$ cat src/rtl/core/mgi_pkg.sv
// shared types, constants and helper functions of the multilinear grid interpolator
`default_nettype none

package mgi_pkg;

	// grid shape
	localparam int DIMS       = 3;
	localparam int POINTS     = 16;
	localparam int NCOORD     = 3;
	localparam int CW         = 2;
	localparam int GRID_DEPTH = 4096;
	localparam int AW         = 12;

	// number formats
	localparam int VW   = 32;
	localparam int FRAC = 16;
	localparam int MW   = VW + 1;
	localparam int PW   = 2 * MW;
	localparam int SW   = PW - FRAC;
	localparam int HW   = SW - FRAC;
	localparam int IW   = $clog2(POINTS);
	localparam int AXW  = (DIMS > 1) ? $clog2(DIMS) : 1;
	localparam int SUMW = VW + DIMS;

	localparam logic [VW-1:0] ONE_Q16 = VW'(1 << FRAC);
	localparam logic [VW-1:0] SAT_MAX = {1'b0, {(VW-1){1'b1}}};
	localparam logic [VW-1:0] SAT_MIN = {1'b1, {(VW-1){1'b0}}};

	// action codes
	localparam logic ACT_WRITE = 1'b0;
	localparam logic ACT_QUERY = 1'b1;

	// register indexes
	typedef enum logic [2:0] {
		REG_ORIGIN_AXIS0   = 3'd0,
		REG_ORIGIN_AXIS1   = 3'd1,
		REG_ORIGIN_AXIS2   = 3'd2,
		REG_INV_STEP_AXIS0 = 3'd3,
		REG_INV_STEP_AXIS1 = 3'd4,
		REG_INV_STEP_AXIS2 = 3'd5
	} reg_index_t;

	typedef logic [NCOORD-1:0][VW-1:0] coord_vec_t;
	typedef logic [DIMS-1:0][IW-1:0]   cell_vec_t;

	typedef struct packed {
		coord_vec_t origin;
		coord_vec_t inv_step;
	} cfg_t;

	typedef struct packed {
		logic [MW-1:0] a;
		logic [MW-1:0] b;
	} mul_req_t;

	typedef struct packed {
		logic          we;
		logic [AW-1:0] addr;
		logic [VW-1:0] wdata;
	} ram_req_t;

	// saturate a signed 64-bit value to signed 32 bits
	function automatic logic [VW-1:0] sat32(input logic [63:0] x);
		logic [63-VW+1:0] top;
		top = x[63:VW-1];
		if (top == '0 || top == '1)
			return x[VW-1:0];
		else if (x[63])
			return SAT_MIN;
		else
			return SAT_MAX;
	endfunction

	// node stride of each axis, modulo the table depth
	function automatic logic [DIMS-1:0][AW-1:0] stride_table();
		logic [DIMS-1:0][AW-1:0] t;
		int s;
		s = 1;
		for (int d = 0; d < DIMS; d++) begin
			t[d] = AW'(s);
			s = (s * POINTS) & (GRID_DEPTH - 1);
		end
		return t;
	endfunction

	localparam logic [DIMS-1:0][AW-1:0] STRIDE = stride_table();

	// table address of one corner of the cell
	function automatic logic [AW-1:0] corner_addr(input cell_vec_t cells,
		input logic [DIMS-1:0] corner);
		logic [AW-1:0] addr;
		logic [IW:0]   idx;
		addr = '0;
		for (int d = 0; d < DIMS; d++) begin
			idx  = {1'b0, cells[d]} + (IW+1)'(corner[d]);
			addr = addr + AW'(AW'(idx) * STRIDE[d]);
		end
		return addr;
	endfunction

endpackage

`default_nettype wire

$ cat src/rtl/core/mgi_mul.sv
// shared signed multiplier with registered product
`default_nettype none

module mgi_mul import mgi_pkg::*; (
	input  wire logic          clk,
	input  wire mul_req_t      req,
	output logic     [PW-1:0]  prod
);

	logic signed [PW-1:0] prod_q;

	always_ff @(posedge clk) begin
		prod_q <= $signed(req.a) * $signed(req.b);
	end

	assign prod = prod_q;

endmodule

`default_nettype wire

$ cat config.mk
export PLATFORM = sky130hd
export DESIGN_NAME = mgi_mul
export DESIGN_NICKNAME = d
export VERILOG_FILES = /design/src/rtl/core/mgi_pkg.sv /design/src/rtl/core/mgi_mul.sv
export SDC_FILE = /design/constraint.sdc
export NUM_CORES = 2
export LEC_CHECK = 0
export ABC_CLOCK_PERIOD_IN_PS = 10940
export CAP_MARGIN = 25
export CORE_MARGIN = 2
export CORE_UTILIZATION = 35
export DETAILED_ROUTE_END_ITERATION = 8
export DONT_BUFFER_PORTS = 1
export HOLD_SLACK_MARGIN = 0.15
export SLEW_MARGIN = 10
export SYNTH_ARGS = -nofsm -noshare
export SYNTH_HDL_FRONTEND = slang
export SYNTH_SLANG_ARGS = --single-unit
$ cat constraint.sdc
create_clock -name clk -period 10.94 [get_ports clk]
set_clock_uncertainty 0.15 [all_clocks]
set_input_delay 2.188 -clock clk [delete_from_list [all_inputs] [get_ports clk]]
set_output_delay 2.188 -clock clk [all_outputs]
set_load 0.01 [all_outputs]
==> impl_metrics.env <==
export IMPL_start_util=0.352
export IMPL_largest_reg_flops=66
export IMPL_path_cells="nand2_1 -> inv_1 -> fa_1 -> fa_1 -> fa_1 -> fa_1 -> fa_1 -> fa_1 -> fa_1 -> inv_1 -> fa_1 -> inv_1 -> ha_1 -> and3_1 -> nand3_1 -> nand2b_1 -> a2111oi_4 -> a211oi_4 -> a21o_2 -> a21o_1 -> a211oi_2"
export IMPL_viasPerCell=4.83
export IMPL_core_um2=116000
export IMPL_grt_pass1_wl_mm=178
export IMPL_ys_seq_elements=66
export IMPL_ctsHoldBuffers=0
export IMPL_cts_buffer_depth=2
export IMPL_synthCells=4338
export IMPL_hold_path_class="in2reg"
export IMPL_critPathSlowestCell="fa_1"
export IMPL_yosys_warnings=0
export IMPL_vias=27394
export IMPL_drive_above_1_share=0.0145
export IMPL_endpoint_kind="flop"
export IMPL_syn_num_nets=5767
export IMPL_wire_per_inst_um=19.2
export IMPL_hold_depth=1
export IMPL_start_kind="primary input"
export IMPL_synthArstFlopShare=0
export IMPL_crit_required_ns=11.14
export IMPL_period_needed_ns=9.71
export IMPL_syn_avg_cell_area_um2=9.39
export IMPL_cap_violations=0
export IMPL_worst_slew_pin_slew_ns=1.02
export IMPL_final_nets=5566
export IMPL_slew_limit_headroom=0.318
export IMPL_path_clk_slew_ns=0.06
export IMPL_dieArea_um2=119000
export IMPL_io_pins=133
export IMPL_grt_pass1_vias=31059
export IMPL_grt_antenna_before_repair=5
export IMPL_setup_tns_final_ns=0
export IMPL_status="finished, final reports clean"
export IMPL_cts_root_buf="clkbuf_16"
export IMPL_cts_tree="built"
export IMPL_rsz0062_at_grt="false"
export IMPL_die_w_um=345
export IMPL_grtUsageTotal=0.194
export IMPL_cts_buffers_inserted=9
export IMPL_drt_initial_drc_count=1452
export IMPL_routed_wl_mm=109
export IMPL_cts_resized_gates=0
export IMPL_hold_start="req[33]"
export IMPL_floorplan_die_height_um=345
export IMPL_hpwlAfterDp_mm=89.5
export IMPL_io_buffer_count=0
export IMPL_ys_flop_type="dfxtp_1"
export IMPL_netlist_area_um2=40700
export IMPL_path_class="in2reg"
export IMPL_synth_edff_count=0
export IMPL_path_delay_family="adder cells"
export IMPL_cpPeakStageDelay_ns=1.31
export IMPL_area_growth_pct=3.54
export IMPL_arrival_ns=9.91
export IMPL_report_final_slew_viol_count=0
export IMPL_cts_sinks=66
export IMPL_grt_overflow_total=0
export IMPL_route_detailed_drc=0
export IMPL_finalSetupViolations=0
export IMPL_hold_violations=0
export IMPL_gp_congestion=0.893
export IMPL_fmax_mhz=103
export IMPL_grt_max_degree=34
export IMPL_path_buf_inv=3
export IMPL_hold_end="prod[0]$_DFF_P_"
export IMPL_min_period_over_period=0.887
export IMPL_cts_setup_buffers=0
export IMPL_synth_seq_area_share=0.0324
export IMPL_crit_top_cell="fa_1"
export IMPL_num_rows=125
export IMPL_dr_pass1_iters=5
export IMPL_cts_htree_levels=3
export IMPL_crit_fanout=33
export IMPL_synth_cell_types=80
export IMPL_antenna_left=0
[layer usage]
layer,up-vias,track usage,wire [um],share of wire
li1,11928,-,-,-
met1,14627,0.246,44700,0.41
met2,690,0.331,54300,0.50
met3,149,0.0424,6960,0.064
met4,0,0.0568,2900,0.027
met5,-,0,0,0
[layout by cell type, fill, tap and decap left out, drive strengths merged, types with 5 or more instances in the layout]
cell / Yosys / routed
fa: 1145 / 1145
inv: 1131 / 1131
and2: 563 / 563
nand2: 551 / 551
ha: 217 / 217
nor2: 68 / 68
dfxtp: 66 / 66
a21oi: 61 / 61
xnor2: 43 / 43
a21o: 38 / 38
o21ai: 33 / 33
nand3: 26 / 26
xor2: 25 / 25
nand2b: 12 / 12
nand4: 12 / 12
o21bai: 11 / 11
clkbuf: 208 / 11
a211oi: 11 / 11
a31oi: 9 / 9
buf: 13 / 8
nor3: 7 / 7
o31ai: 7 / 7
o21a: 6 / 6
a211o: 6 / 6
and3: 6 / 6
and4: 5 / 5
nor2b: 5 / 5
o211ai: 5 / 5
[kinds of logic (layout without fill, tap and decap cells)]
family                     Yosys count  after routing  share of synthesized area
and+or+nand+nor                   1271           1271                      0.158
AOI/OAI and AO/OA                  219            219                     0.0407
buffers and inverters             1352           1155                      0.125
adders and majority gates         1362           1362                      0.629
DFF                                 66             66                     0.0324
other                                0              3                          0
xor gates and xnor gates            68             68                     0.0146
[Yosys cell counts (12+ instances only)]
cell type,instances,area share
ha_1,217,0.067
nand2_1,551,0.051
o21ai_0,25,0.0031
inv_1,1131,0.10
nand2b_1,12,0.0018
dfxtp_1,66,0.032
nor2_1,68,0.0063
nand3_1,25,0.0031
xnor2_1,43,0.0092
xor2_1,25,0.0054
clkbuf_1,208,0.019
fa_1,1145,0.56
and2_1,562,0.086
a21oi_1,57,0.0070
a21o_1,36,0.0066
[area by class of cell]
| class | instances | area [um^2] |
|---|---|---|
| clock inverters | 5 | 80.1 |
| fillers | 11831 | 73600 |
| flip-flops and latches | 66 | 1320 |
| clock buffers | 10 | 229 |
| well taps | 1524 | 1910 |
| diodes | 3 | 7.51 |
| inverters | 1131 | 4250 |
| multi-input cells | 2920 | 34300 |
| repair buffers | 9 | 71.3 |
[worst max-delay path by stage]
stage	endpoint	depth (start not counted)	slack (ns)	startpoint
floorplan	prod[62]$_DFF_P_	23	1.37	req[65]
global placement	prod[62]$_DFF_P_	21	0.78	req[0]
detailed placement	prod[62]$_DFF_P_	21	0.74	req[0]
CTS	prod[62]$_DFF_P_	21	1.18	req[0]
global route	prod[58]$_DFF_P_	21	0.91	req[0]
finish	prod[62]$_DFF_P_	21	1.23	req[0]
[through the flow]
stage / instances / hold WS (ns) / area [um^2] / worst slack, ns / utilization
2_1_floorplan: 4338 / 2.17 / 40700 / 1.37 / -
3_3_place_gp: 5648 / 2.25 / 41800 / 0.780 / 0.362
3_5_place_dp: 5649 / 2.25 / 41900 / 0.736 / 0.362
4_1_cts: 5664 / 1.78 / 42200 / 1.18 / 0.364
5_1_grt: 5665 / 1.79 / 42200 / 0.909 / 0.364
6_report: 5668 / 1.80 / 42200 / 1.23 / 0.364
Power is left out: the tool's default activity adds up to more than one toggle a clock period on the data nets, which glitch-free logic cannot reach.
