`src/rtl/core/mgi_pkg.sv`:
```
// shared types, constants and helper functions of the multilinear grid interpolator
`default_nettype none

package mgi_pkg;

	// grid shape
	localparam int DIMS       = 3;
	localparam int POINTS     = 16;
	localparam int NCOORD     = 3;
	localparam int CW         = 2;
	localparam int GRID_DEPTH = 4096;
	localparam int AW         = 12;

	// number formats
	localparam int VW   = 32;
	localparam int FRAC = 16;
	localparam int MW   = VW + 1;
	localparam int PW   = 2 * MW;
	localparam int SW   = PW - FRAC;
	localparam int HW   = SW - FRAC;
	localparam int IW   = $clog2(POINTS);
	localparam int AXW  = (DIMS > 1) ? $clog2(DIMS) : 1;
	localparam int SUMW = VW + DIMS;

	localparam logic [VW-1:0] ONE_Q16 = VW'(1 << FRAC);
	localparam logic [VW-1:0] SAT_MAX = {1'b0, {(VW-1){1'b1}}};
	localparam logic [VW-1:0] SAT_MIN = {1'b1, {(VW-1){1'b0}}};

	// action codes
	localparam logic ACT_WRITE = 1'b0;
	localparam logic ACT_QUERY = 1'b1;

	// register indexes
	typedef enum logic [2:0] {
		REG_ORIGIN_AXIS0   = 3'd0,
		REG_ORIGIN_AXIS1   = 3'd1,
		REG_ORIGIN_AXIS2   = 3'd2,
		REG_INV_STEP_AXIS0 = 3'd3,
		REG_INV_STEP_AXIS1 = 3'd4,
		REG_INV_STEP_AXIS2 = 3'd5
	} reg_index_t;

	typedef logic [NCOORD-1:0][VW-1:0] coord_vec_t;
	typedef logic [DIMS-1:0][IW-1:0]   cell_vec_t;

	typedef struct packed {
		coord_vec_t origin;
		coord_vec_t inv_step;
	} cfg_t;

	typedef struct packed {
		logic [MW-1:0] a;
		logic [MW-1:0] b;
	} mul_req_t;

	typedef struct packed {
		logic          we;
		logic [AW-1:0] addr;
		logic [VW-1:0] wdata;
	} ram_req_t;

	// saturate a signed 64-bit value to signed 32 bits
	function automatic logic [VW-1:0] sat32(input logic [63:0] x);
		logic [63-VW+1:0] top;
		top = x[63:VW-1];
		if (top == '0 || top == '1)
			return x[VW-1:0];
		else if (x[63])
			return SAT_MIN;
		else
			return SAT_MAX;
	endfunction

	// node stride of each axis, modulo the table depth
	function automatic logic [DIMS-1:0][AW-1:0] stride_table();
		logic [DIMS-1:0][AW-1:0] t;
		int s;
		s = 1;
		for (int d = 0; d < DIMS; d++) begin
			t[d] = AW'(s);
			s = (s * POINTS) & (GRID_DEPTH - 1);
		end
		return t;
	endfunction

	localparam logic [DIMS-1:0][AW-1:0] STRIDE = stride_table();

	// table address of one corner of the cell
	function automatic logic [AW-1:0] corner_addr(input cell_vec_t cells,
		input logic [DIMS-1:0] corner);
		logic [AW-1:0] addr;
		logic [IW:0]   idx;
		addr = '0;
		for (int d = 0; d < DIMS; d++) begin
			idx  = {1'b0, cells[d]} + (IW+1)'(corner[d]);
			addr = addr + AW'(AW'(idx) * STRIDE[d]);
		end
		return addr;
	endfunction

endpackage

`default_nettype wire

```
`src/rtl/core/mgi_seq.sv`:
```
// sequencer: per-axis cell and offset, then corner weighting and accumulation
`default_nettype none

module mgi_seq import mgi_pkg::*; (
	input  wire logic          clk,
	input  wire logic          arst_n,
	input  wire logic          start,
	input  wire logic          action,
	input  wire coord_vec_t    coord,
	input  wire logic [AW-1:0] grid_address,
	input  wire logic [VW-1:0] grid_value,
	input  wire cfg_t          cfg,
	output mul_req_t           mul_req,
	input  wire logic [PW-1:0] mul_prod,
	output ram_req_t           ram_req,
	input  wire logic [VW-1:0] ram_rdata,
	output logic               busy,
	output logic               done,
	output logic [VW-1:0]      interp_value
);

	typedef enum logic [8:0] {
		S_IDLE = 9'b000000001,
		S_DIFF = 9'b000000010,
		S_AMUL = 9'b000000100,
		S_AFIX = 9'b000001000,
		S_CRD  = 9'b000010000,
		S_CLD  = 9'b000100000,
		S_WMUL = 9'b001000000,
		S_WSAT = 9'b010000000,
		S_DONE = 9'b100000000
	} state_t;

	state_t                   state_q;
	logic [AXW-1:0]           d_q;
	logic [DIMS-1:0]          k_q;
	logic                     done_q;
	coord_vec_t               coord_q;
	logic [MW-1:0]            diff_q;
	cell_vec_t                cell_q;
	logic [DIMS-1:0][VW-1:0]  offs_q;
	logic [VW-1:0]            v_q;
	logic [SUMW-1:0]          acc_q;
	logic [VW-1:0]            result_q;

	logic                     accept;
	logic                     query;
	logic                     axis_in;
	logic [CW-1:0]            ci;
	logic [VW-1:0]            coord_sel;
	logic [VW-1:0]            origin_sel;
	logic [VW-1:0]            inv_sel;
	logic [MW-1:0]            diff_d;
	logic                     last_axis;
	logic                     last_corner;
	logic [SW-1:0]            s_fix;
	logic [HW-1:0]            hi;
	logic                     diff_pos;
	logic [IW-1:0]            cell_d;
	logic [SW-1:0]            offs_wide;
	logic [VW-1:0]            offs_d;
	logic [VW-1:0]            offs_sel;
	logic [MW-1:0]            w_d;
	logic [VW-1:0]            v_new;

	assign accept = start && (state_q == S_IDLE);
	assign query  = accept && (action == ACT_QUERY);

	// axis operands, axes past the coordinate inputs sit at the origin
	assign axis_in    = int'(d_q) < NCOORD;
	assign ci         = CW'(d_q);
	assign coord_sel  = axis_in ? coord_q[ci] : '0;
	assign origin_sel = axis_in ? cfg.origin[ci] : '0;
	assign inv_sel    = axis_in ? cfg.inv_step[ci] : ONE_Q16;
	assign diff_d     = {coord_sel[VW-1], coord_sel} - {origin_sel[VW-1], origin_sel};

	assign last_axis   = (d_q == AXW'(DIMS - 1));
	assign last_corner = &k_q;

	// cell index and offset from the scaled distance
	assign s_fix    = mul_prod[PW-1:FRAC];
	assign hi       = s_fix[SW-1:FRAC];
	assign diff_pos = !diff_q[MW-1] && (diff_q != '0);

	always_comb begin
		if (!diff_pos)
			cell_d = '0;
		else if ($signed(hi) >= $signed(HW'(POINTS - 1)))
			cell_d = IW'(POINTS - 2);
		else
			cell_d = hi[IW-1:0];
	end

	assign offs_wide = s_fix - {{(HW-IW){1'b0}}, cell_d, {FRAC{1'b0}}};
	assign offs_d    = sat32({{(64-SW){offs_wide[SW-1]}}, offs_wide});

	// corner weight: offset or one minus offset
	assign offs_sel = offs_q[d_q];
	assign w_d = k_q[d_q] ? {offs_sel[VW-1], offs_sel}
	                      : ({1'b0, ONE_Q16} - {offs_sel[VW-1], offs_sel});
	assign v_new = sat32({{(64-SW){s_fix[SW-1]}}, s_fix});

	always_comb begin
		if (state_q == S_WMUL) begin
			mul_req.a = {v_q[VW-1], v_q};
			mul_req.b = w_d;
		end else begin
			mul_req.a = diff_q;
			mul_req.b = {1'b0, inv_sel};
		end
	end

	assign ram_req.we    = accept && (action == ACT_WRITE);
	assign ram_req.addr  = (state_q == S_IDLE) ? grid_address : corner_addr(cell_q, k_q);
	assign ram_req.wdata = grid_value;

	always_ff @(posedge clk or negedge arst_n) begin
		if (!arst_n) begin
			state_q <= S_IDLE;
			d_q     <= '0;
			k_q     <= '0;
			done_q  <= 1'b0;
		end else begin
			done_q <= (state_q == S_DONE);
			unique case (state_q)
				S_IDLE: begin
					if (query) begin
						state_q <= S_DIFF;
						d_q     <= '0;
						k_q     <= '0;
					end
				end
				S_DIFF: state_q <= S_AMUL;
				S_AMUL: state_q <= S_AFIX;
				S_AFIX: begin
					if (last_axis) begin
						d_q     <= '0;
						state_q <= S_CRD;
					end else begin
						d_q     <= d_q + AXW'(1);
						state_q <= S_DIFF;
					end
				end
				S_CRD: state_q <= S_CLD;
				S_CLD: begin
					d_q     <= '0;
					state_q <= S_WMUL;
				end
				S_WMUL: state_q <= S_WSAT;
				S_WSAT: begin
					if (last_axis) begin
						d_q <= '0;
						if (last_corner) begin
							state_q <= S_DONE;
						end else begin
							k_q     <= k_q + DIMS'(1);
							state_q <= S_CRD;
						end
					end else begin
						d_q     <= d_q + AXW'(1);
						state_q <= S_WMUL;
					end
				end
				S_DONE: state_q <= S_IDLE;
				default: state_q <= S_IDLE;
			endcase
		end
	end

	always_ff @(posedge clk) begin
		if (query) begin
			coord_q <= coord;
			acc_q   <= '0;
		end
		if (state_q == S_DIFF)
			diff_q <= diff_d;
		if (state_q == S_AFIX) begin
			cell_q[d_q] <= cell_d;
			offs_q[d_q] <= offs_d;
		end
		if (state_q == S_CLD)
			v_q <= ram_rdata;
		if (state_q == S_WSAT) begin
			v_q <= v_new;
			if (last_axis)
				acc_q <= acc_q + {{(SUMW-VW){v_new[VW-1]}}, v_new};
		end
		if (state_q == S_DONE)
			result_q <= sat32({{(64-SUMW){acc_q[SUMW-1]}}, acc_q});
	end

	assign busy         = (state_q != S_IDLE);
	assign done         = done_q;
	assign interp_value = result_q;

endmodule

`default_nettype wire

```
`config.mk`:
```
export PLATFORM = sky130hd
export DESIGN_NAME = mgi_seq
export DESIGN_NICKNAME = d
export VERILOG_FILES = /design/src/rtl/core/mgi_pkg.sv /design/src/rtl/core/mgi_seq.sv
export SDC_FILE = /design/constraint.sdc
export NUM_CORES = 1
export LEC_CHECK = 0
export BUFFER_PORTS_ARGS = -buffer_cell sky130_fd_sc_hd__buf_2
export CORE_AREA = 4 4 223 225
export CTS_CLUSTER_SIZE = 28
export DETAILED_ROUTE_END_ITERATION = 10
export DIE_AREA = 0 0 227 229
export GPL_ROUTABILITY_DRIVEN = 0
export PLACE_DENSITY = 0.8
export SLEW_MARGIN = 40
export SYNTH_ARGS = -nofsm -noshare
export SYNTH_HDL_FRONTEND = slang
export SYNTH_SLANG_ARGS = --single-unit
```
`constraint.sdc`:
```
create_clock -name clk -period 5.1 [get_ports clk]
set_input_delay 0.51 -clock clk [delete_from_list [all_inputs] [get_ports clk]]
set_output_delay 0.51 -clock clk [all_outputs]
set_load 0.01 [all_outputs]
```
==> qor.csv, run 1 <==
metric;value;unit
non-filler cells in the finished layout;3319;
DR DRC count;0;
first-pass GRT wire length;105.8;mm
area leader, netlist;edfxtp_1;
Yosys reg bits;351;
Row Count;80;
critical path arrival;5380;ps
EDFF count, synth;301;
Die H;229;um
Seq/Total Area, Yosys;0.4749;
CP max FO;15;
most frequent cell on the critical path;buf_4;
Die W;227;um
Ys Warns;0;
top post-synthesis cells by area;edfxtp_1 (42%), mux2i_1 (6.2%), ha_1 (4.7%);
Hold Path Class;primary input to flip-flop;
number of port buffers;498;
Leakage;0.01107;uW
Inst Count DP;3228;
WHS Path Cells;1;
CTS Sinks;351;
post-route ant nets;0;
ys async rst share;0.04274;
Final HPWL DP;54.88;mm
startpoint types;primary input;
Initial Utilization;0.4480;
FF-to-FF path depth;19;
CP max-delay cell;or4_4;
Area growth, synth to finish;27.01;%
FMAX;196.4;MHz
commonest non-fill, non-tap cells in the layout;buf_2 (498), edfxtp_1 (301), nand2_1 (229);
post-detailed-route wirelength per cell;22.05;um
ratio of cells with drive above 1 in the final layout;0.3187;
clock buffer depth;3;
die area;51980;um^2
CP Cell Sequence;buf_2 > or4_4 > or4_4 > or3_4 > nor2_4 > a31oi_4 > buf_4 > o21ai_0 > ha_1 > o21ai_1 > a21boi_1 > or3_1 > buf_4 > nor3b_2 > a31oi_1 > o31a_1 > o41ai_4 > buf_4 > buf_8 > o21ai_2;
cell count after synthesis;2101;
CORE AREA;47550;um^2
slowest stage delay, CP;530;ps
final WL;73.19;mm
period utilization;0.9983;
fin nets;3182;
Pwr Density;308.3;nW/um^2
Clock transition at path regs;60;ps
minimum clock period after layout;5091;ps
largest net degree at the start of global routing;136;
Vias/cell;5.800;
skew final;21.56;ps
max_cap viols;0;
grt ovf;0;
Initial DRC Count;1751;
Synth Area per Inst;10.14;um^2
Fin Hold WS;129.4;ps
final setup violation count;0;
dominant synthesized flop cell;edfxtp_1;
worst skew pair latency;560;ps
Root Driver;clkbuf_16;
# H-tree levels;2;
Worst EP required;5390;ps
filler instances;3893;
max-slew violation count;0;
Cell Area, Synth;21300;um^2
Inserted Clock Buffers;38;
# IOs;579;
final hold vios;0;
CP Capture Type;flip-flop;
Synth cell types;78;
Syn Nets;2618;
Slew @ Worst Pin;859.3;ps
via total after detailed routing;19250;
final core utilization;0.5690;
gr usage total;0.2618;
vias in the first global route;18680;
Peak VDD IR;0.3086;mV
antenna violations before repair;17;
status;finished, final reports clean;
DRT Pass-1 Iters;6;
CTS tree;yes;
top-area cell type share of the netlist area;0.4244;
slew margin rel.;0.4265;
critical path class;primary input to flip-flop;
most common cell after layout, fill and taps aside;buf_2;
## worst paths after layout
kind / start / end / slack (ps)
worst max-delay path: mul_prod[47] / offs_q[17] / 9
max in group asynchronous: arst_n / ci[0] / 4280
min in group asynchronous: arst_n / done / 480
worst min-delay path: coord[84] / coord_q[84] / 130
worst max register to register: diff_q[7] / offs_q[17] / 400
worst min register to register: acc_q[25] / acc_q[25] / 490
## logic make-up (layout without fill, tap and decap cells)
| family | count (synthesis) | after routing | share of synthesized area |
|---|---|---|---|
| muxes | 169 | 169 | 0.08160 |
| DFF | 351 | 351 | 0.4749 |
| and+or+nand+nor | 642 | 643 | 0.1437 |
| other | 0 | 12 | 0 |
| xor gates and xnor gates | 117 | 117 | 0.04811 |
| adders and majority gates | 83 | 83 | 0.04982 |
| buffers and inverters | 199 | 789 | 0.04329 |
| AOI/OAI and AO/OA | 540 | 540 | 0.1585 |
## critical path: cells and delay by family
family | cells | cell delay (ps)
and+or+nand+nor | 6 | 2130
AOI/OAI and AO/OA | 8 | 1450
buffers and inverters | 5 | 940
adders and majority gates | 1 | 340
## timing repair
action	4_1_cts	5_1_grt
setup buffers	0	7
pin swaps	1	10
endpoints found under the setup margin	5	104
hold buffers	1	0
endpoints found under the hold margin	14	0
gates cloned	0	4
gates resized for setup	0	32
## where the power goes
group	internal, uW	leakage, uW	switching [uW]
Clock	1690	0.000630	1180
Sequential	3350	0.00321	60.8
Combinational	809	0.00723	1260
Total	5850	0.0111	2490
## synthesized netlist by cell type (all sizes together) (18+ instances only)
library cell and number:
nor3b 18, mux2i 132, nor2 177, mux2 37, xnor2 65, dfxtp 35, xor2 52, nor3 30
edfxtp 301, a211oi 43, nand3 34, a21o 62, inv 53, clkbuf 79, nor4 24, a21oi 172
o21ai 168, nand2 229, buf 67, ha 80
## routing by layer
| metal | track usage | vias up | routed length, um |
|---|---|---|---|
| met5 | 0 | - | 20 |
| met4 | 0.1322 | 4 | 4293 |
| met3 | 0.05455 | 237 | 6676 |
| met2 | 0.4391 | 1087 | 35000 |
| met1 | 0.3190 | 9099 | 27200 |
| li1 | - | 8822 | - |
## flip-flops by register name (all words and copies together) (netlist names)
signal,flops
coord_q,96
offs_q,96
acc_q,35
diff_q,33
interp_value,32
v_q,32
cell_q,12
state_q,9
k_q,3
ci,2
done,1
## metrics by stage
| step | total power [uW] | instance area, um^2 | worst slack [ps] | setup TNS (ps) |
|---|---|---|---|---|
| after floorplan | 4696 | 21480 | -462.4 | -39410 |
| after global placement | 5384 | 25300 | -368.5 | -32680 |
| after detailed placement | 5461 | 25430 | -569.1 | -52120 |
| after CTS | 8321 | 26720 | 0.6941 | 0 |
| after global routing | 8668 | 27050 | -59.06 | -4047 |
| final | 8341 | 27050 | 8.752 | 0 |
## cell type report
class	count	area, um^2	share of cell area
Antenna cell	12	30.03	0.001110
Clock buffer	46	1022	0.03779
Clock inverter	21	259.0	0.009574
Inverter	53	201.4	0.007446
Multi-Input combinational cell	1552	10650	0.3938
Sequential cell	351	10120	0.3742
Tap cell	615	769.5	0.02844
Timing Repair Buffer	669	3993	0.1476
Note: power is estimated with default switching activity, not from simulation.
==> inputs of run 2 (changes only) <==
PLACE_DENSITY = default   (was 0.8)
PLACE_DENSITY_LB_ADDON = 0.25   (was default)
==> qor.csv, run 2 (synthesized netlist as in run 1, its figures left out) <==
metric;value;unit
largest registers;coord_q: 96 flops, offs_q: 96 flops, acc_q: 35 flops;
antenna violations before repair;13;
non-filler cells in the finished layout;3317;
worst skew pair latency;560;ps
max_cap viols;0;
CP Cell Sequence;buf_2 > or4_4 > or4_4 > or3_4 > nor2_4 > a31oi_4 > nor4_4 > ha_2 > inv_2 > fa_2 > a21o_1 > a21oi_4 > nand4b_1 > buf_4 > or3_4 > mux2_2 > nor4_4 > a21oi_4 > buf_4 > o31ai_4;
slowest stage delay, CP;520;ps
metal2 WL;34.11;mm
status;finished, final reports clean;
Place WS;-548.6;ps
FMAX;202.8;MHz
CP max FO;4;
Top delay family on crit path;simple AND/OR/NAND/NOR gates;
Pwr Density;303.7;nW/um^2
CP max-delay cell;or4_4;
final setup violation count;0;
Initial DRC Count;1485;
WL met3;5.821;mm
Worst EP required;5480;ps
number of port buffers;498;
critical path arrival;5310;ps
gr usage total;0.2631;
commonest non-fill, non-tap cells in the layout;buf_2 (498), edfxtp_1 (301), nand2_1 (228);
Inserted Clock Buffers;39;
FF-to-FF path depth;16;
CORE AREA;47550;um^2
area of the multi-input gates;10560;um^2
filler instances;4079;
Inst Count DP;3229;
final hold vios;0;
skew final;16.24;ps
period utilization;0.9670;
Area growth, synth to finish;25.97;%
Critical Path Stages;20;
post-route ant nets;0;
final WL;72.20;mm
most common cell after layout, fill and taps aside;buf_2;
CTS tree;yes;
clock buffer depth;3;
register area;10120;um^2
minimum clock period after layout;4932;ps
Top Layer Used;met4;
post-detailed-route wirelength per cell;21.77;um
fin nets;3180;
Root Driver;clkbuf_16;
# IOs;579;
ratio of cells with drive above 1 in the final layout;0.3161;
Row Count;80;
CP Capture Type;flip-flop;
largest net degree at the start of global routing;136;
Metal-1 WL;29.13;mm
Initial Utilization;0.4480;
startpoint types;primary input;
max-slew violation count;0;
Die W;227;um
DRT Pass-1 Iters;7;
WHS Path Cells;1;
Hold Path Class;primary input to flip-flop;
Fin Hold WS;121.7;ps
crit path buf inv count;4;
via total after detailed routing;18760;
die area;51980;um^2
grt ovf;0;
Clock transition at path regs;70;ps
Slew @ Worst Pin;825.6;ps
Peak VDD IR;0.2516;mV
vias in the first global route;18340;
Vias/cell;5.654;
CTS Sinks;351;
Die H;229;um
Final HPWL DP;55.18;mm
# H-tree levels;2;
Total Power;8150;uW
slew margin rel.;0.4438;
Setup WS post-layout;168.3;ps
Leakage;0.01099;uW
critical path class;primary input to flip-flop;
first-pass GRT wire length;105.9;mm
DR DRC count;0;
[run 2: repair_timing]
action,CTS,global route
endpoints found under the hold margin,14,0
cloned,0,1
pin swaps,0,13
setup endpoints to repair,2,97
gates resized for setup,1,21
setup buffers,0,6
hold buffers,1,0
[run 2: area by class of cell]
type,instances,area share
diodes,10,0.0009327
clock buffers,46,0.03815
clock inverters,24,0.006808
inverters,53,0.007508
multi-input cells,1551,0.3935
flip-flops and latches,351,0.3773
well taps,615,0.02868
repair buffers,667,0.1471
[run 2: through the flow]
stage	utilization	setup TNS, ps	instance area (um^2)
floorplan	-	-39410	21480
global placement	0.5321	-41000	25300
detailed placement	0.5353	-48960	25450
CTS	0.5610	0	26670
global route	0.5643	-49.54	26830
finish	0.5643	0	26830
[run 2: report_power, final]
part	switching (uW)	internal, uW	leakage, uW
logic	1240	805	0.00718
clock network	1150	1540	0.000592
registers	58.5	3350	0.00321
[run 2: final timing paths]
path                               end  slack, ps         start
max reg2reg                 offs_q[35]        520    diff_q[17]
min in group asynchronous         done        490        arst_n
max                         offs_q[51]        170  mul_prod[47]
min reg2reg                  acc_q[21]        480     acc_q[21]
min                        coord_q[80]        120     coord[80]
max in group asynchronous        ci[0]       4260        arst_n
[run 2: routing by layer]
metal / global-route usage / vias to the layer above
met5: 0 / -
met4: 0.1140 / 0
met3: 0.05494 / 157
met2: 0.4316 / 847
met1: 0.3372 / 8917
li1: - / 8834
==> inputs of run 3 (changes only) <==
clock period = 4.15 ns   (was 5.1 ns; I/O delays follow)
==> qor.csv, run 3 (synthesized netlist as in run 1, its figures left out) <==
metric;value;unit
hold path start;coord[10];
slew margin rel.;0.4677;
Setup WS post-layout;-695.7;ps
FMAX;206.4;MHz
Pwr Density;350.4;nW/um^2
final setup violation count;120;
Hold Path End;coord_q[10];
worst r2r src;diff_q[16];
gr usage total;0.2857;
period utilization;1.168;
startpoint types;primary input;
most common cell after layout, fill and taps aside;buf_2;
max_cap viols;0;
number of port buffers;498;
# IOs;579;
vias in the first global route;19630;
grt ovf;0;
CP Cell Sequence;buf_6 > or4_4 > or4_4 > or3_4 > nor2_4 > a31oi_4 > nor4_4 > ha_2 > inv_2 > fa_2 > a21o_1 > a21oi_4 > nand4b_1 > or3_1 > xor2_1 > o31a_1 > nor4_4 > a21oi_4 > buf_12 > o21ai_2;
slowest stage delay, CP;530;ps
WHS Path Cells;1;
skew final;19.80;ps
via total after detailed routing;19810;
commonest non-fill, non-tap cells in the layout;buf_2 (497), edfxtp_1 (301), buf_4 (262);
critical path class;primary input to flip-flop;
Fin Hold WS;21.50;ps
clock buffer depth;3;
CTS tree;yes;
DRT Pass-1 Iters;6;
Die H;229;um
setup TNS;-70540;ps
Reg-to-Reg End;offs_q[22];
post-detailed-route wirelength per cell;22.33;um
Slew @ Worst Pin;798.4;ps
largest net degree at the start of global routing;99;
first-pass GRT wire length;114.8;mm
Peak VDD IR;0.3245;mV
critical path arrival;5240;ps
Place WS;-1406;ps
Initial DRC Count;1727;
placed inst area;26240;um^2
Area growth, synth to finish;38.32;%
DR DRC count;0;
minimum clock period after layout;4846;ps
die area;51980;um^2
CP max FO;19;
Worst EP required;4550;ps
RSZ-0062 raised after global routing;true;
worst skew pair latency;570;ps
post-route ant nets;0;
Die W;227;um
max-slew violation count;0;
final standard cell area without fillers;29460;um^2
reg2reg setup slack;-270;ps
Top delay family on crit path;simple AND/OR/NAND/NOR gates;
FF-to-FF path depth;18;
Leakage;0.01206;uW
# H-tree levels;2;
Clock transition at path regs;60;ps
status;finished with violations;
final WL;77.99;mm
Final HPWL DP;56.36;mm
largest registers;coord_q: 96 flops, offs_q: 96 flops, acc_q: 35 flops;
CTS Sinks;351;
antenna violations before repair;19;
Initial Utilization;0.4480;
crit path buf inv count;3;
fin nets;3352;
final hold vios;0;
CP Capture Type;flip-flop;
CORE AREA;47550;um^2
CP max-delay cell;or4_4;
Root Driver;clkbuf_16;
Total Power;10320;uW
ratio of cells with drive above 1 in the final layout;0.3814;
Row Count;80;
Inserted Clock Buffers;37;
failing checks;setup timing;
Hold Path Class;primary input to flip-flop;
Vias/cell;5.673;
-- run 3: cell types whose count changed in the layout (fill, tap and decap cells not counted), moves of 6 or more --
cell           previous run  this run
a21oi_2                   1        17
a21oi_1                 168       146
buf_4                   154       262
o21ai_1                   7        25
buf_12                    5        13
a21oi_4                   3         9
o21ai_4                   1        18
a31oi_1                  11         5
o21ai_0                 129        98
buf_6                     2        14
ha_4                      2        18
ha_1                     77        58
dlygate4sd3_1             1        38
-- run 3: timing repair --
action	in CTS	in global routing
pin swaps	66	59
setup endpoints to repair	137	142
hold buffers	38	0
gates cloned	7	2
endpoints found under the hold margin	51	0
setup buffers	43	22
gates resized for setup	98	84
-- run 3: metal layers --
metal / wire [um] / track usage
met5: 34 / 0
met3: 6836 / 0.05891
met4: 4160 / 0.1386
met2: 37170 / 0.4662
met1: 29790 / 0.3627
-- run 3: report_power, final --
part / switching [uW] / internal, uW
sequential: 75.5 / 4110
clock: 1450 / 1870
combinational: 1650 / 1160
-- run 3: final cells by class --
class | count | area (um^2)
flip-flops and latches | 351 | 10120
fillers | 3796 | 18080
diodes | 14 | 35.03
clock inverters | 22 | 221.5
multi-input cells | 1553 | 11520
repair buffers | 839 | 5625
clock buffers | 45 | 965.9
well taps | 615 | 769.5
inverters | 53 | 202.7
-- run 3: how the worst max path moves through the flow --
stage / from / end / slack (ps) / cells after the start
floorplan: mul_prod[47] / offs_q[19] / -1310 / 19
global placement: mul_prod[47] / offs_q[19] / -1260 / 19
detailed placement: mul_prod[47] / offs_q[83] / -1410 / 19
CTS: mul_prod[47] / offs_q[25] / -580 / 22
global route: mul_prod[47] / offs_q[36] / -790 / 20
finish: mul_prod[47] / offs_q[22] / -700 / 20
-- run 3: metrics by stage --
stage          cells  utilization
5_1_grt         3491       0.6196
3_5_place_dp    3303       0.5520
3_3_place_gp    3299       0.5503
6_report        3492       0.6197
4_1_cts         3458       0.6066
2_1_floorplan   2101            -
